### config.mk
export PLATFORM = sky130hd
export DESIGN_NAME = http_chunked_decoder
export DESIGN_NICKNAME = d
export VERILOG_FILES = /design/src/hw/rtl/hcd_pkg.sv /design/src/hw/rtl/hcd_parser.sv /design/src/hw/rtl/hcd_out_slice.sv /design/src/hw/rtl/http_chunked_decoder.sv
export VERILOG_INCLUDE_DIRS = /design/src /design/src/hw/rtl
export SDC_FILE = /design/constraint.sdc
export NUM_CORES = 1
export LEC_CHECK = 0
export BUFFER_PORTS_ARGS = -buffer_cell sky130_fd_sc_hd__buf_2
export CORE_MARGIN = 8
export CORE_UTILIZATION = 45
export CTS_BUF_LIST = sky130_fd_sc_hd__clkbuf_8
export DETAILED_ROUTE_END_ITERATION = 10
export PLACE_DENSITY = 0.58
export SYNTH_ARGS = -nofsm -noshare
export SYNTH_HDL_FRONTEND = slang
export SYNTH_SLANG_ARGS = --single-unit
### constraint.sdc
create_clock -name aclk -period 6.3 [get_ports aclk]
set_clock_uncertainty 0.15 [all_clocks]
set_input_delay 0.945 -clock aclk [delete_from_list [all_inputs] [get_ports aclk]]
set_output_delay 0.945 -clock aclk [all_outputs]
set_load 0.005 [all_outputs]
### src/hw/rtl/http_chunked_decoder_macros.svh
// Assertion helpers shared by the decoder RTL.
`ifndef HTTP_CHUNKED_DECODER_MACROS_SVH
`define HTTP_CHUNKED_DECODER_MACROS_SVH

// Same-cycle implication, checked outside of reset.
`define HCD_ASSERT_IMP(lbl, clk, rstn, ante, cons, msg) \
    lbl: assert property (@(posedge clk) disable iff (!rstn) (ante) |-> (cons)) \
        else $error(msg);

// Next-cycle implication, checked outside of reset.
`define HCD_ASSERT_NXT(lbl, clk, rstn, ante, cons, msg) \
    lbl: assert property (@(posedge clk) disable iff (!rstn) (ante) |=> (cons)) \
        else $error(msg);

`endif

### src/hw/rtl/hcd_pkg.sv
package hcd_pkg;

    // Default width of the chunk size accumulator.
    localparam int HCD_SIZE_BITS = 31;

    // Characters the parser looks for.
    localparam logic [7:0] CH_CR    = 8'h0D;
    localparam logic [7:0] CH_LF    = 8'h0A;
    localparam logic [7:0] CH_TAB   = 8'h09;
    localparam logic [7:0] CH_VT    = 8'h0B;
    localparam logic [7:0] CH_FF    = 8'h0C;
    localparam logic [7:0] CH_SPACE = 8'h20;
    localparam logic [7:0] CH_PLUS  = 8'h2B;
    localparam logic [7:0] CH_MINUS = 8'h2D;
    localparam logic [7:0] CH_ZERO  = 8'h30;
    localparam logic [7:0] CH_NINE  = 8'h39;
    localparam logic [7:0] CH_UA    = 8'h41;
    localparam logic [7:0] CH_UF    = 8'h46;
    localparam logic [7:0] CH_UX    = 8'h58;
    localparam logic [7:0] CH_LA    = 8'h61;
    localparam logic [7:0] CH_LF_HEX = 8'h66;
    localparam logic [7:0] CH_LX    = 8'h78;

    // Parser phase, one-hot.
    typedef enum logic [7:0] {
        PH_START    = 8'b0000_0001,
        PH_WS       = 8'b0000_0010,
        PH_SIGN     = 8'b0000_0100,
        PH_DIGITS   = 8'b0000_1000,
        PH_IGNORE   = 8'b0001_0000,
        PH_PAYLOAD  = 8'b0010_0000,
        PH_TRAIL    = 8'b0100_0000,
        PH_TRAIL_CR = 8'b1000_0000
    } phase_t;

    // Completion status reported with the last byte.
    typedef enum logic [1:0] {
        ST_CLEAN     = 2'd0,
        ST_STOPPED   = 2'd1,
        ST_LINE_OPEN = 2'd2,
        ST_TRUNCATED = 2'd3
    } status_t;

    // One result item as it travels from the parser to the output register.
    typedef struct packed {
        logic [7:0] data;
        logic       pay;
        logic       done;
        status_t    status;
    } result_t;

    // Hex digit value; bit 4 set means the byte is not a hex digit.
    function automatic logic [4:0] hex_val(input logic [7:0] c);
        logic [4:0] v;
        v = 5'h10;
        if (c >= CH_ZERO && c <= CH_NINE) begin
            v = {1'b0, 4'(c - CH_ZERO)};
        end else if (c >= CH_LA && c <= CH_LF_HEX) begin
            v = {1'b0, 4'(c - CH_LA + 8'd10)};
        end else if (c >= CH_UA && c <= CH_UF) begin
            v = {1'b0, 4'(c - CH_UA + 8'd10)};
        end
        return v;
    endfunction

    // Whitespace as the C library classifies it.
    function automatic logic is_space(input logic [7:0] c);
        return c == CH_SPACE || c == CH_TAB || c == CH_LF || c == CH_VT ||
               c == CH_FF || c == CH_CR;
    endfunction

endpackage

### src/hw/rtl/hcd_parser.sv
`include "http_chunked_decoder_macros.svh"

module hcd_parser
    import hcd_pkg::*;
#(
    parameter int SIZE_BITS = HCD_SIZE_BITS
) (
    input  logic       aclk,
    input  logic       aresetn,
    input  logic       accept,
    input  logic [7:0] in_byte,
    input  logic       in_last,
    output logic       produce,
    output result_t    res
);

    typedef struct packed {
        phase_t                 ph;
        logic [SIZE_BITS-1:0]   acc;
        logic                   neg;
        logic                   dig;
    } line_t;

    phase_t               phase_reg, phase_next;
    logic [SIZE_BITS-1:0] acc_reg, acc_next;
    logic [SIZE_BITS-1:0] rem_reg, rem_next;
    logic                 neg_reg, neg_next;
    logic                 dig_reg, dig_next;
    logic                 pcr_reg, pcr_next;
    logic                 stop_reg, stop_next;

    // Line-byte path signals.
    phase_t               lb_start_ph;
    line_t                lb_s0;
    line_t                lb_s1;
    line_t                lb_s2;
    logic                 lb_endl;
    logic                 lb_pcr;
    logic                 pay;
    logic [SIZE_BITS-1:0] rem_dec;
    status_t              status;

    // Append one hex digit, saturating at all ones.
    function automatic line_t accum(input line_t s, input logic [3:0] d);
        line_t r;
        r = s;
        if (s.acc[SIZE_BITS-1 -: 4] != 4'd0) begin
            r.acc = '1;
        end else begin
            r.acc = {s.acc[SIZE_BITS-5:0], d};
        end
        r.dig = 1'b1;
        r.ph  = PH_DIGITS;
        return r;
    endfunction

    // Handling after an optional sign: leading zero, 0x prefix or digits.
    function automatic line_t after_sign(input line_t s, input logic [7:0] c);
        line_t      r;
        logic [4:0] hv;
        r  = s;
        hv = hex_val(c);
        priority if (!s.dig && c == CH_ZERO) begin
            r.dig = 1'b1;
            r.ph  = PH_SIGN;
        end else if (s.dig && (c == CH_LX || c == CH_UX)) begin
            r.ph = PH_DIGITS;
        end else if (!hv[4]) begin
            r = accum(s, hv[3:0]);
        end else begin
            r.ph = PH_IGNORE;
        end
        return r;
    endfunction

    // One ordinary character of a size line.
    function automatic line_t line_char(input line_t s, input logic [7:0] c);
        line_t      r;
        logic [4:0] hv;
        r  = s;
        hv = hex_val(c);
        unique case (s.ph)
            PH_START, PH_WS: begin
                priority if (is_space(c)) begin
                    r.ph = PH_WS;
                end else if (c == CH_PLUS || c == CH_MINUS) begin
                    r.neg = (c == CH_MINUS);
                    r.ph  = PH_SIGN;
                end else begin
                    r = after_sign(s, c);
                end
            end
            PH_SIGN: begin
                r = after_sign(s, c);
            end
            PH_DIGITS: begin
                if (!hv[4]) begin
                    r = accum(s, hv[3:0]);
                end else begin
                    r.ph = PH_IGNORE;
                end
            end
            default: begin
            end
        endcase
        return r;
    endfunction

    // Size-line byte: resolve a pending CR first, then the byte itself.
    always_comb begin
        priority case (phase_reg)
            PH_TRAIL:    lb_start_ph = PH_START;
            PH_TRAIL_CR: lb_start_ph = PH_WS;
            default:     lb_start_ph = phase_reg;
        endcase
        lb_s0   = '{ph: lb_start_ph, acc: acc_reg, neg: neg_reg, dig: dig_reg};
        lb_endl = pcr_reg && (in_byte == CH_LF);
        lb_s1   = (pcr_reg && !lb_endl) ? line_char(lb_s0, CH_CR) : lb_s0;
        lb_s2   = (lb_endl || in_byte == CH_CR) ? lb_s1 : line_char(lb_s1, in_byte);
        lb_pcr  = !lb_endl && (in_byte == CH_CR);
    end

    assign rem_dec = (rem_reg != '0) ? rem_reg - SIZE_BITS'(1) : rem_reg;

    // Next state for one accepted byte.
    always_comb begin
        phase_next = phase_reg;
        acc_next   = acc_reg;
        rem_next   = rem_reg;
        neg_next   = neg_reg;
        dig_next   = dig_reg;
        pcr_next   = pcr_reg;
        stop_next  = stop_reg;
        pay        = 1'b0;

        if (!stop_reg) begin
            if (phase_reg == PH_PAYLOAD) begin
                pay      = 1'b1;
                rem_next = rem_dec;
                if (rem_dec == '0) begin
                    phase_next = PH_TRAIL;
                end
            end else if (phase_reg == PH_TRAIL && in_byte == CH_CR) begin
                phase_next = PH_TRAIL_CR;
            end else if (phase_reg == PH_TRAIL_CR && in_byte == CH_LF) begin
                phase_next = PH_START;
            end else if (lb_endl) begin
                // End of a size line: start a chunk or stop.
                pcr_next = 1'b0;
                acc_next = '0;
                neg_next = 1'b0;
                dig_next = 1'b0;
                if (!dig_reg || neg_reg || acc_reg == '0) begin
                    stop_next  = 1'b1;
                    phase_next = lb_start_ph;
                end else begin
                    rem_next   = acc_reg;
                    phase_next = PH_PAYLOAD;
                end
            end else begin
                phase_next = lb_s2.ph;
                acc_next   = lb_s2.acc;
                neg_next   = lb_s2.neg;
                dig_next   = lb_s2.dig;
                pcr_next   = lb_pcr;
            end
        end

        // Status of the body as it stands after this byte.
        priority if (stop_next) begin
            status = ST_STOPPED;
        end else if (phase_next == PH_PAYLOAD) begin
            status = ST_TRUNCATED;
        end else if (phase_next == PH_TRAIL) begin
            status = ST_CLEAN;
        end else if (phase_next == PH_START && !pcr_next) begin
            status = ST_CLEAN;
        end else begin
            status = ST_LINE_OPEN;
        end
    end

    // Result item for this byte.
    assign produce    = pay || in_last;
    assign res.data   = pay ? in_byte : 8'd0;
    assign res.pay    = pay;
    assign res.done   = in_last;
    assign res.status = in_last ? status : ST_CLEAN;

    // Parser state; the last byte of a body returns it to the reset values.
    always_ff @(posedge aclk) begin
        if (!aresetn || (accept && in_last)) begin
            phase_reg <= PH_START;
            acc_reg   <= '0;
            rem_reg   <= '0;
            neg_reg   <= 1'b0;
            dig_reg   <= 1'b0;
            pcr_reg   <= 1'b0;
            stop_reg  <= 1'b0;
        end else if (accept) begin
            phase_reg <= phase_next;
            acc_reg   <= acc_next;
            rem_reg   <= rem_next;
            neg_reg   <= neg_next;
            dig_reg   <= dig_next;
            pcr_reg   <= pcr_next;
            stop_reg  <= stop_next;
        end
    end

    `HCD_ASSERT_IMP(a_payload_rem_nonzero, aclk, aresetn, phase_reg == PH_PAYLOAD, rem_reg != '0, "payload phase with nothing remaining")
    `HCD_ASSERT_IMP(a_no_payload_after_stop, aclk, aresetn, accept && stop_reg, !res.pay, "payload byte emitted after a stop")

endmodule

### src/hw/rtl/hcd_out_slice.sv
`include "http_chunked_decoder_macros.svh"

module hcd_out_slice
    import hcd_pkg::*;
(
    input  logic       aclk,
    input  logic       aresetn,
    input  logic       load,
    input  result_t    res,
    output logic       can_take,
    output logic       m_valid,
    input  logic       m_ready,
    output logic [7:0] m_out_byte,
    output logic       m_out_valid,
    output logic       m_out_done,
    output logic [1:0] m_out_status
);

    logic    valid_reg, valid_next;
    result_t res_reg;

    // A new item may enter when the register is empty or drains this cycle.
    assign can_take = !valid_reg || m_ready;

    always_comb begin
        valid_next = valid_reg;
        if (load) begin
            valid_next = 1'b1;
        end else if (m_ready) begin
            valid_next = 1'b0;
        end
    end

    // Result register control.
    always_ff @(posedge aclk) begin
        if (!aresetn) begin
            valid_reg <= 1'b0;
        end else begin
            valid_reg <= valid_next;
        end
    end

    // Result register payload.
    always_ff @(posedge aclk) begin
        if (load) begin
            res_reg <= res;
        end
    end

    assign m_valid      = valid_reg;
    assign m_out_byte   = res_reg.data;
    assign m_out_valid  = res_reg.pay;
    assign m_out_done   = res_reg.done;
    assign m_out_status = res_reg.status;

    `HCD_ASSERT_IMP(a_load_has_room, aclk, aresetn, load, !valid_reg || m_ready, "result overwritten before transfer")
    `HCD_ASSERT_NXT(a_load_shows, aclk, aresetn, load, m_valid, "loaded result not presented")
    `HCD_ASSERT_IMP(a_empty_is_last, aclk, aresetn, m_valid && !m_out_valid, m_out_done && m_out_byte == 8'd0, "result without payload is not a clean last marker")

endmodule

### src/hw/rtl/http_chunked_decoder.sv
// Channel  | Handshake          | Payload
// ---------+--------------------+------------------------------------------------
// input    | s_valid / s_ready  | s_in_byte[7:0], s_in_last
// result   | m_valid / m_ready  | m_out_byte[7:0], m_out_valid, m_out_done,
//          |                    | m_out_status[1:0]
//
// One byte is accepted per cycle while s_ready is high; the parser state updates in the same cycle.
// A result appears in the cycle after its byte, from the result register.
// s_ready falls only while the result register is full and m_ready is low.
// aresetn is synchronous and active low; it clears the parser and empties the
// result register. The last byte of a body also returns the parser to reset.
module http_chunked_decoder
    import hcd_pkg::*;
#(
    parameter int SIZE_BITS = HCD_SIZE_BITS
) (
    input  logic       aclk,
    input  logic       aresetn,
    input  logic       s_valid,
    output logic       s_ready,
    input  logic [7:0] s_in_byte,
    input  logic       s_in_last,
    output logic       m_valid,
    input  logic       m_ready,
    output logic [7:0] m_out_byte,
    output logic       m_out_valid,
    output logic       m_out_done,
    output logic [1:0] m_out_status
);

    logic    accept;
    logic    produce;
    logic    can_take;
    result_t res;

    // Input transfer and load of the result register.
    assign s_ready = can_take;
    assign accept  = s_valid && can_take;

    hcd_parser #(
        .SIZE_BITS (SIZE_BITS)
    ) u_parser (
        .aclk    (aclk),
        .aresetn (aresetn),
        .accept  (accept),
        .in_byte (s_in_byte),
        .in_last (s_in_last),
        .produce (produce),
        .res     (res)
    );

    hcd_out_slice u_out (
        .aclk         (aclk),
        .aresetn      (aresetn),
        .load         (accept && produce),
        .res          (res),
        .can_take     (can_take),
        .m_valid      (m_valid),
        .m_ready      (m_ready),
        .m_out_byte   (m_out_byte),
        .m_out_valid  (m_out_valid),
        .m_out_done   (m_out_done),
        .m_out_status (m_out_status)
    );

endmodule
Word-level counts from Yosys, hierarchy flattened:

Cells that the tools add are included.

* register bits after elaboration: 87
* bits of input ports: 13
* logic and storage cells: 175

* add/sub/neg operators: 6
* $lt $le $gt $ge: 6
* equal/unequal tests: 28
* mux-type cells: 72
* bitwise operators: 5
* reduce and logical (&&, ||, !) cells: 45

Operators with widths (number)
* $mux W31: 11
* $mux W33: 6
* $pmux W41 S3: 1
* $mux W8: 13
* $mux W41: 2
* $mux W32: 2
* $logic_not A31 Y1: 2
* $eq A8 B4 Y1 const B: 7
* $mux W5: 10
* $eq A8 B6 Y1 const B: 6
* $eq A8 B7 Y1 const B: 4
* $pmux W8 S2: 2
* $reduce_bool A31 Y1: 1
* $sub A31 B1 Y31 const B: 1
* $eq A8 B1 Y1 const B: 3
* $mux W1: 22
* $eq A8 B2 Y1 const B: 2
* $eq A8 B3 Y1 const B: 2
* $ge A8 B7 Y1 const B: 2
* $le A8 B7 Y1 const B: 2
* $logic_and A1 B1 Y1: 14
* $logic_or A1 B1 Y1: 13
* $sub A4 B1 Y4 const B: 3
* $add A4 B4 Y4 const B: 2
* other kinds (12): 29

Depth between registers and ports, before layout:

* word-level depth: 28
* mapped depth: 13

Hierarchy:

From an unflattened synthesis, not the netlist that was laid out.

* cell total of the unflattened synthesis: 726
* area total of the unflattened synthesis: 5511.5 µm²

Modules (own cells, without submodules)
* hcd_parser: times used 1, cells an instance 708, area each 5089.9 µm², sequential area each 1481.4 µm²
* hcd_out_slice: times used 1, cells an instance 16, area each 409.1 µm², sequential area each 380.4 µm²
* http_chunked_decoder: times used 1, cells an instance 2, area each 12.5 µm², sequential area each 0.0 µm²

Worst setup path before layout:

OpenSTA, ideal clock, no wires.

* path kind: in2reg
* start point: input s_in_byte[1]
* end point: register u_out.res_reg, in the netlist u_out.m_out_status[0], data pin
* setup time: 146 ps
* arrival time: 3286 ps
* data required time: 6004 ps
* path slack: 2717 ps
* stages on the path: 10
* buffers on the path: 0
* cells stage by stage: inv_1 ha_1 o311ai_1 nand2_2 a21oi_1 nor3_1 a2111oi_0 nand4_1 or4b_1 a21boi_1

* word-level cells in the longest chain between the ends: 24
* elaborated cells between the ends (all ways): 74

RTL lines
* start, declared: line http_chunked_decoder.sv:21 `input logic [7:0] s_in_byte,`
* $ge A8 B7 Y1 or $le A8 B7 Y1 (tied branches): line hcd_pkg.sv:60 `end else if (c >= CH_UA && c <= CH_UF) begin`
* $logic_and A1 B1 Y1: line hcd_pkg.sv:60
* $mux W5: line hcd_pkg.sv:60
* $mux W5: line hcd_pkg.sv:58 `end else if (c >= CH_LA && c <= CH_LF_HEX) begin`
* $mux W5: line hcd_pkg.sv:56 `if (c >= CH_ZERO && c <= CH_NINE) begin`
* $mux W5: line hcd_parser.sv:86 `end else if (c == CH_PLUS || c == CH_MINUS) begin`
* $mux W5: line hcd_parser.sv:84 `priority if (is_space(c)) begin`
* $mux W5: line hcd_parser.sv:82 `unique case (s.ph)`
* (+8 left out)
* $mux W8: line hcd_parser.sv:145 `end else if (phase_reg == PH_TRAIL_CR && in_byte == CH_LF) begin`
* $mux W8: line hcd_parser.sv:143 `end else if (phase_reg == PH_TRAIL && in_byte == CH_CR) begin`
* $mux W8: line hcd_parser.sv:137 `if (phase_reg == PH_PAYLOAD) begin`
* $mux W8: line hcd_parser.sv:136 `if (!stop_reg) begin`
* $eq A8 B7 Y1: line hcd_parser.sv:174 `end else if (phase_next == PH_TRAIL) begin`
* $mux W2: line hcd_parser.sv:174
* $mux W2: line hcd_parser.sv:172 `end else if (phase_next == PH_PAYLOAD) begin`
* $mux W1 *: line hcd_parser.sv:170 `priority if (stop_next) begin`
* end signal, assigned: line hcd_out_slice.sv:46 `res_reg <= res;`
* end, declared: line hcd_out_slice.sv:20 `result_t res_reg;`

Mark *: on every way between the ends. The rest lies on a longest branch, timed or not. The select of a mux whose other input is x is not followed.
A chain may end at the register's enable or synchronous reset.

Final worst setup path:

* start point: input s_in_byte[0]
* end point: register u_parser.rem_reg[13]

* word-level cells in the longest chain between the ends: 4
* elaborated cells between the ends (all ways): 9

RTL lines
* $eq A8 B4 Y1 (on tied branches): line hcd_parser.sv:143, hcd_parser.sv:117, hcd_parser.sv:145
* $logic_and A1 B1 Y1 (on tied branches): line hcd_parser.sv:143, hcd_parser.sv:117, hcd_parser.sv:145
* $ne A2 B1 Y1 (no source line) or $reduce_bool A2 Y1 (tied branches)
* $reduce_and A6 Y1 (no source line) *
* end signal, assigned: line hcd_parser.sv:203 `rem_reg <= rem_next;`
* end, declared: line hcd_parser.sv:26 `logic [SIZE_BITS-1:0] rem_reg, rem_next;`

Mark *: on every way between the ends. The rest lies on a longest branch, timed or not.

==> impl.org <==
** Outcome
- Result of the run :: finished clean

** GRT
- GRT Max-Usage Layer :: met2
- Number of global-route vias before repair :: 5,221
- Number of antenna violations at the first check in global routing :: 0
- Global-route wire length before repair :: 27,100 µm
- Total congestion overflow :: 0
- GR Util met1 :: about a quarter
- Global routing consumed, on the met3 layer, 2.18% of the routing resources.
- Entering global routing, the biggest net connects 61 pins.
- Global routing usage on met2 :: between 30 and 40%
- Overall Global Routing Usage :: about 20%

** Worst setup path
- STA classifies the critical path startpoint as a primary input.
- Worst setup slack for register-to-register paths :: 2.19 ns
- Critical Path End Type :: register
- Data on the critical path is required at its endpoint by 6.40 ns.
- Data arrives at the worst endpoint at around 4.3 ns.
- In this run the worst path has a maximum fanout of 22.
- The most critical setup path has its endpoint at u_parser.rem_reg[13].
- Capture instance of the worst register-to-register path :: u_parser.rem_reg[13]
- Startpoint of the worst setup timing path :: s_in_byte[0]
- The worst register-to-register path begins at u_parser.acc_reg[27].
- The number of cells on the worst reg-to-reg path is 9.
- Start-to-end type of the worst setup path :: primary input to register

** STA
- Max-slew violation count :: 0
- Derived from the worst setup path, the maximum achievable clock frequency is 0.240 GHz.
- The worst path meets setup with 2.14 ns of slack.
- Setup repair after global routing missed its margin :: false
- Actual transition at the worst max-transition pin :: 0.947 ns
- Of the available clock period, the critical path in the final layout requires 66.0%.
- The smallest clock period supported by the final layout is computed as 4.16 ns.
- Slew headroom :: 36.8%
- Final hold viol count :: 0
- Final-layout setup total negative slack :: 0 ns
- Count of endpoints failing setup in the final report :: 0

** Logic synthesis
- In this run, synthesis inferred 12 flip-flops with an integrated enable.
- Of the post-synthesis cell area, the part taken by muxes is less than 1%.
- A synthesized cell averages 7.71 µm².
- Simple-gate area share of the yosys netlist :: 31.4%
- The Yosys step of the flow raised 0 warnings.
- After synthesis, the largest family of logic cells by area is simple AND/OR/NAND/NOR gates.
- Adder-cell share of the synthesized area :: approximately 1.5%
- Count of different cell masters after synthesis :: 88
- The cell count after synthesis came out at 749.
- After synthesis, the share of flip-flops with an asynchronous set or reset is 0%.
- Sequential share of the synthesized area :: 32.2%
- Synthesis inferred 87 register bits.
- The synthesized netlist devotes 27.0% of its cell area to compound gates.
- Xor-xnor portion of the synthesized cell area :: 1.52%
- Netlist area before placement :: a little under 6000 µm²
- Counting every net in the synthesized netlist gives about 770.
- Most used flip-flop cell after synthesis :: dfxtp_1

** Placement
- Global placement routability congestion :: approximately 0.96
- Setup Slack @ Placement :: 1.87 ns
- Total placed instance area :: 5880 µm²
- Placed Instances :: between 800 and 900
- Port buffering added 26 buffers.
- Detailed placement finished with a half-perimeter wire length of 11,900 µm.

** Route
- Post-route antenna net violation count :: 0
- Using the TritonRoute via totals, the vias-per-cell ratio works out to 6.25.
- WL final :: 16,900 µm
- Dividing the detail-routed wire length by the instance count gives 18.5 µm.
- Initial detailed-routing violation count :: 616
- Number of vias after detailed routing :: 5,710
- For this run, design rule violations remaining after detail routing come to 0.
- Detailed-routing iteration count for the pre-antenna-repair pass :: 5

** Finish
- Compared with the post-synthesis result, the final layout area differs by 5.52%.
- For this run, the number of standard cells in the final layout without fillers is between 900 and 1k.
- Leaving out fill and tap cells, the most frequent cell in the layout is a21oi_1.
- Once layout is done, the placed cells without fillers occupy 6090 µm².
- Most frequent cells in the layout :: 86 x a21oi_1, 82 x nor2_1, 80 x nand2_1, 75 x dfxtp_1, 70 x o21ai_0
- Of the cells placed in the final design, the portion with a size suffix greater than 1 is approximately 11%.
- For this run, the post-layout net count is 757.
- The repair_antennas step left the layout with diodes totalling 0.

** Floorplanning
- Die area :: 16,700 µm²
- The floorplan step set the die width to roughly 130 µm.
- For this configuration, the core starts out at a cell density of 46.0%.
- In this run the core area contains 41 standard-cell rows.
- Area of the core :: about 13,000 µm²
- Height of the die :: between 100 and 150 µm
- I/O pin count :: 27

** CTS
- For this design, the CTS-stage hold fixing added 0 buffers.
- Number of levels the H-tree was split into :: 3
- The clock drives 87 sinks.
- The number of gates resized after CTS was 0.
- In this run, CTS created clock tree buffers numbering 9.
- Clock-pin slew was measured on the worst setup and hold paths at 0.10 ns.
- In this run the deepest clock path goes through 2 buffers.
- For the worst-skew pair, the clock arrives at the later sink with an insertion delay of 0.39 ns.
- Post-CTS Setup Inserts :: 0
- Root Buffer Master :: clkbuf_8
- Clock tree from TritonCTS :: built

** Job
- The tool flagged a number of max-cap violations equal to 0.

** Power
- Maximum VDD drop :: 0.000113 V
- Power Density :: 192 nW/µm²
- Logic gate share of total power :: 14.2%
- Share of total power in sequential cells :: 49.4%
- Power, Total :: 1.17 mW
- Switching power :: 353 µW
- Cell-internal power :: 819 µW
- Part of the total power dissipated in the clock network :: 36.3%
- The analysis attributes to cell leakage a power of 2.11 nW.
- Net switching is 30.1% of the power.

** Min path
- Worst Hold Class :: register to register
[power groups by stage]
stage / combinational [mW] / clock (mW) / sequential, mW
floorplan: 0.128 / 0 / 0.586
global placement: 0.164 / 0 / 0.592
detailed placement: 0.165 / 0 / 0.592
CTS: 0.166 / 0.439 / 0.579
global route: 0.182 / 0.461 / 0.581
finish: 0.167 / 0.426 / 0.579
[critical path, cell delays in order]
cell and delay [ns]:
buf_2 0.13, inv_1 0.16, ha_1 0.20, and3b_1 0.29
nand3_1 0.21, nor3_1 0.70, nor3b_1 0.33, o21a_1 0.53
buf_4 0.36, o21ai_0 0.14, a22oi_1 0.21, nor2_1 0.05
[metal layers]
layer	routed length [µm]	share of wire (%)
met1	7220	43
met2	8210	48
met3	765	4.5
met4	753	4.4
met5	0	0
[Yosys cell counts (4+ instances only)]
master	n	share of area [%]
nor3b_1	4	0.52
dfxtp_1	75	26
clkbuf_1	36	2.3
o21bai_1	4	0.52
or4_1	8	1.0
xnor2_1	7	1.1
nor2_1	82	5.3
nor4_1	18	1.9
o31ai_1	10	1.3
nor3_1	27	2.3
a211oi_1	9	1.2
nand4_1	14	1.5
nand3_1	19	1.6
nand2_1	81	5.3
nor4b_1	5	0.76
nor4_4	6	2.2
buf_2	8	0.69
and2_1	7	0.76
buf_6	6	1.2
o22ai_1	8	0.87
a21oi_1	86	7.5
o21ai_0	70	6.1
nor4_2	4	0.87
and3_1	9	0.97
a21o_1	5	0.65
ha_1	7	1.5
nand2b_1	4	0.43
a22oi_1	7	0.91
edfxtp_1	12	6.2
inv_1	16	1.0
o21a_1	6	0.78
[worst min-delay path by stage]
stage / startpoint / end / cells after the start
6_report: u_parser.acc_reg[29] / u_parser.acc_reg[29] / 2
4_1_cts: u_parser.acc_reg[26] / u_parser.acc_reg[26] / 2
3_5_place_dp: u_parser.acc_reg[26] / u_parser.acc_reg[26] / 2
2_1_floorplan: u_parser.acc_reg[28] / u_parser.acc_reg[28] / 2
5_1_grt: u_parser.acc_reg[29] / u_parser.acc_reg[29] / 2
3_3_place_gp: u_parser.acc_reg[29] / u_parser.acc_reg[29] / 2
[layout make-up]
class | instances | area (µm²)
multi-input combinational | 591 | 3570
timing repair buffer | 32 | 175
sequential | 87 | 1860
inverter | 16 | 60.1
tap | 172 | 215
clock inverter | 7 | 86.3
clock buffer | 9 | 124
fill | 1252 | 6470
[stage by stage]
step,util (%),hold WS [ns]
detailed placement,46.8,0.330
CTS,48.5,0.345
global placement,46.8,0.306
floorplan,-,0.288
finish,48.5,0.338
global route,48.5,0.359
[cell families after synthesis]
logic type	count (synthesis)
compound gates	250
xor+xnor	10
fa+ha+maj	7
buf+inv	71
flops	87
mux	2
simple gates	322
Note: power is estimated with default switching activity, not from simulation.
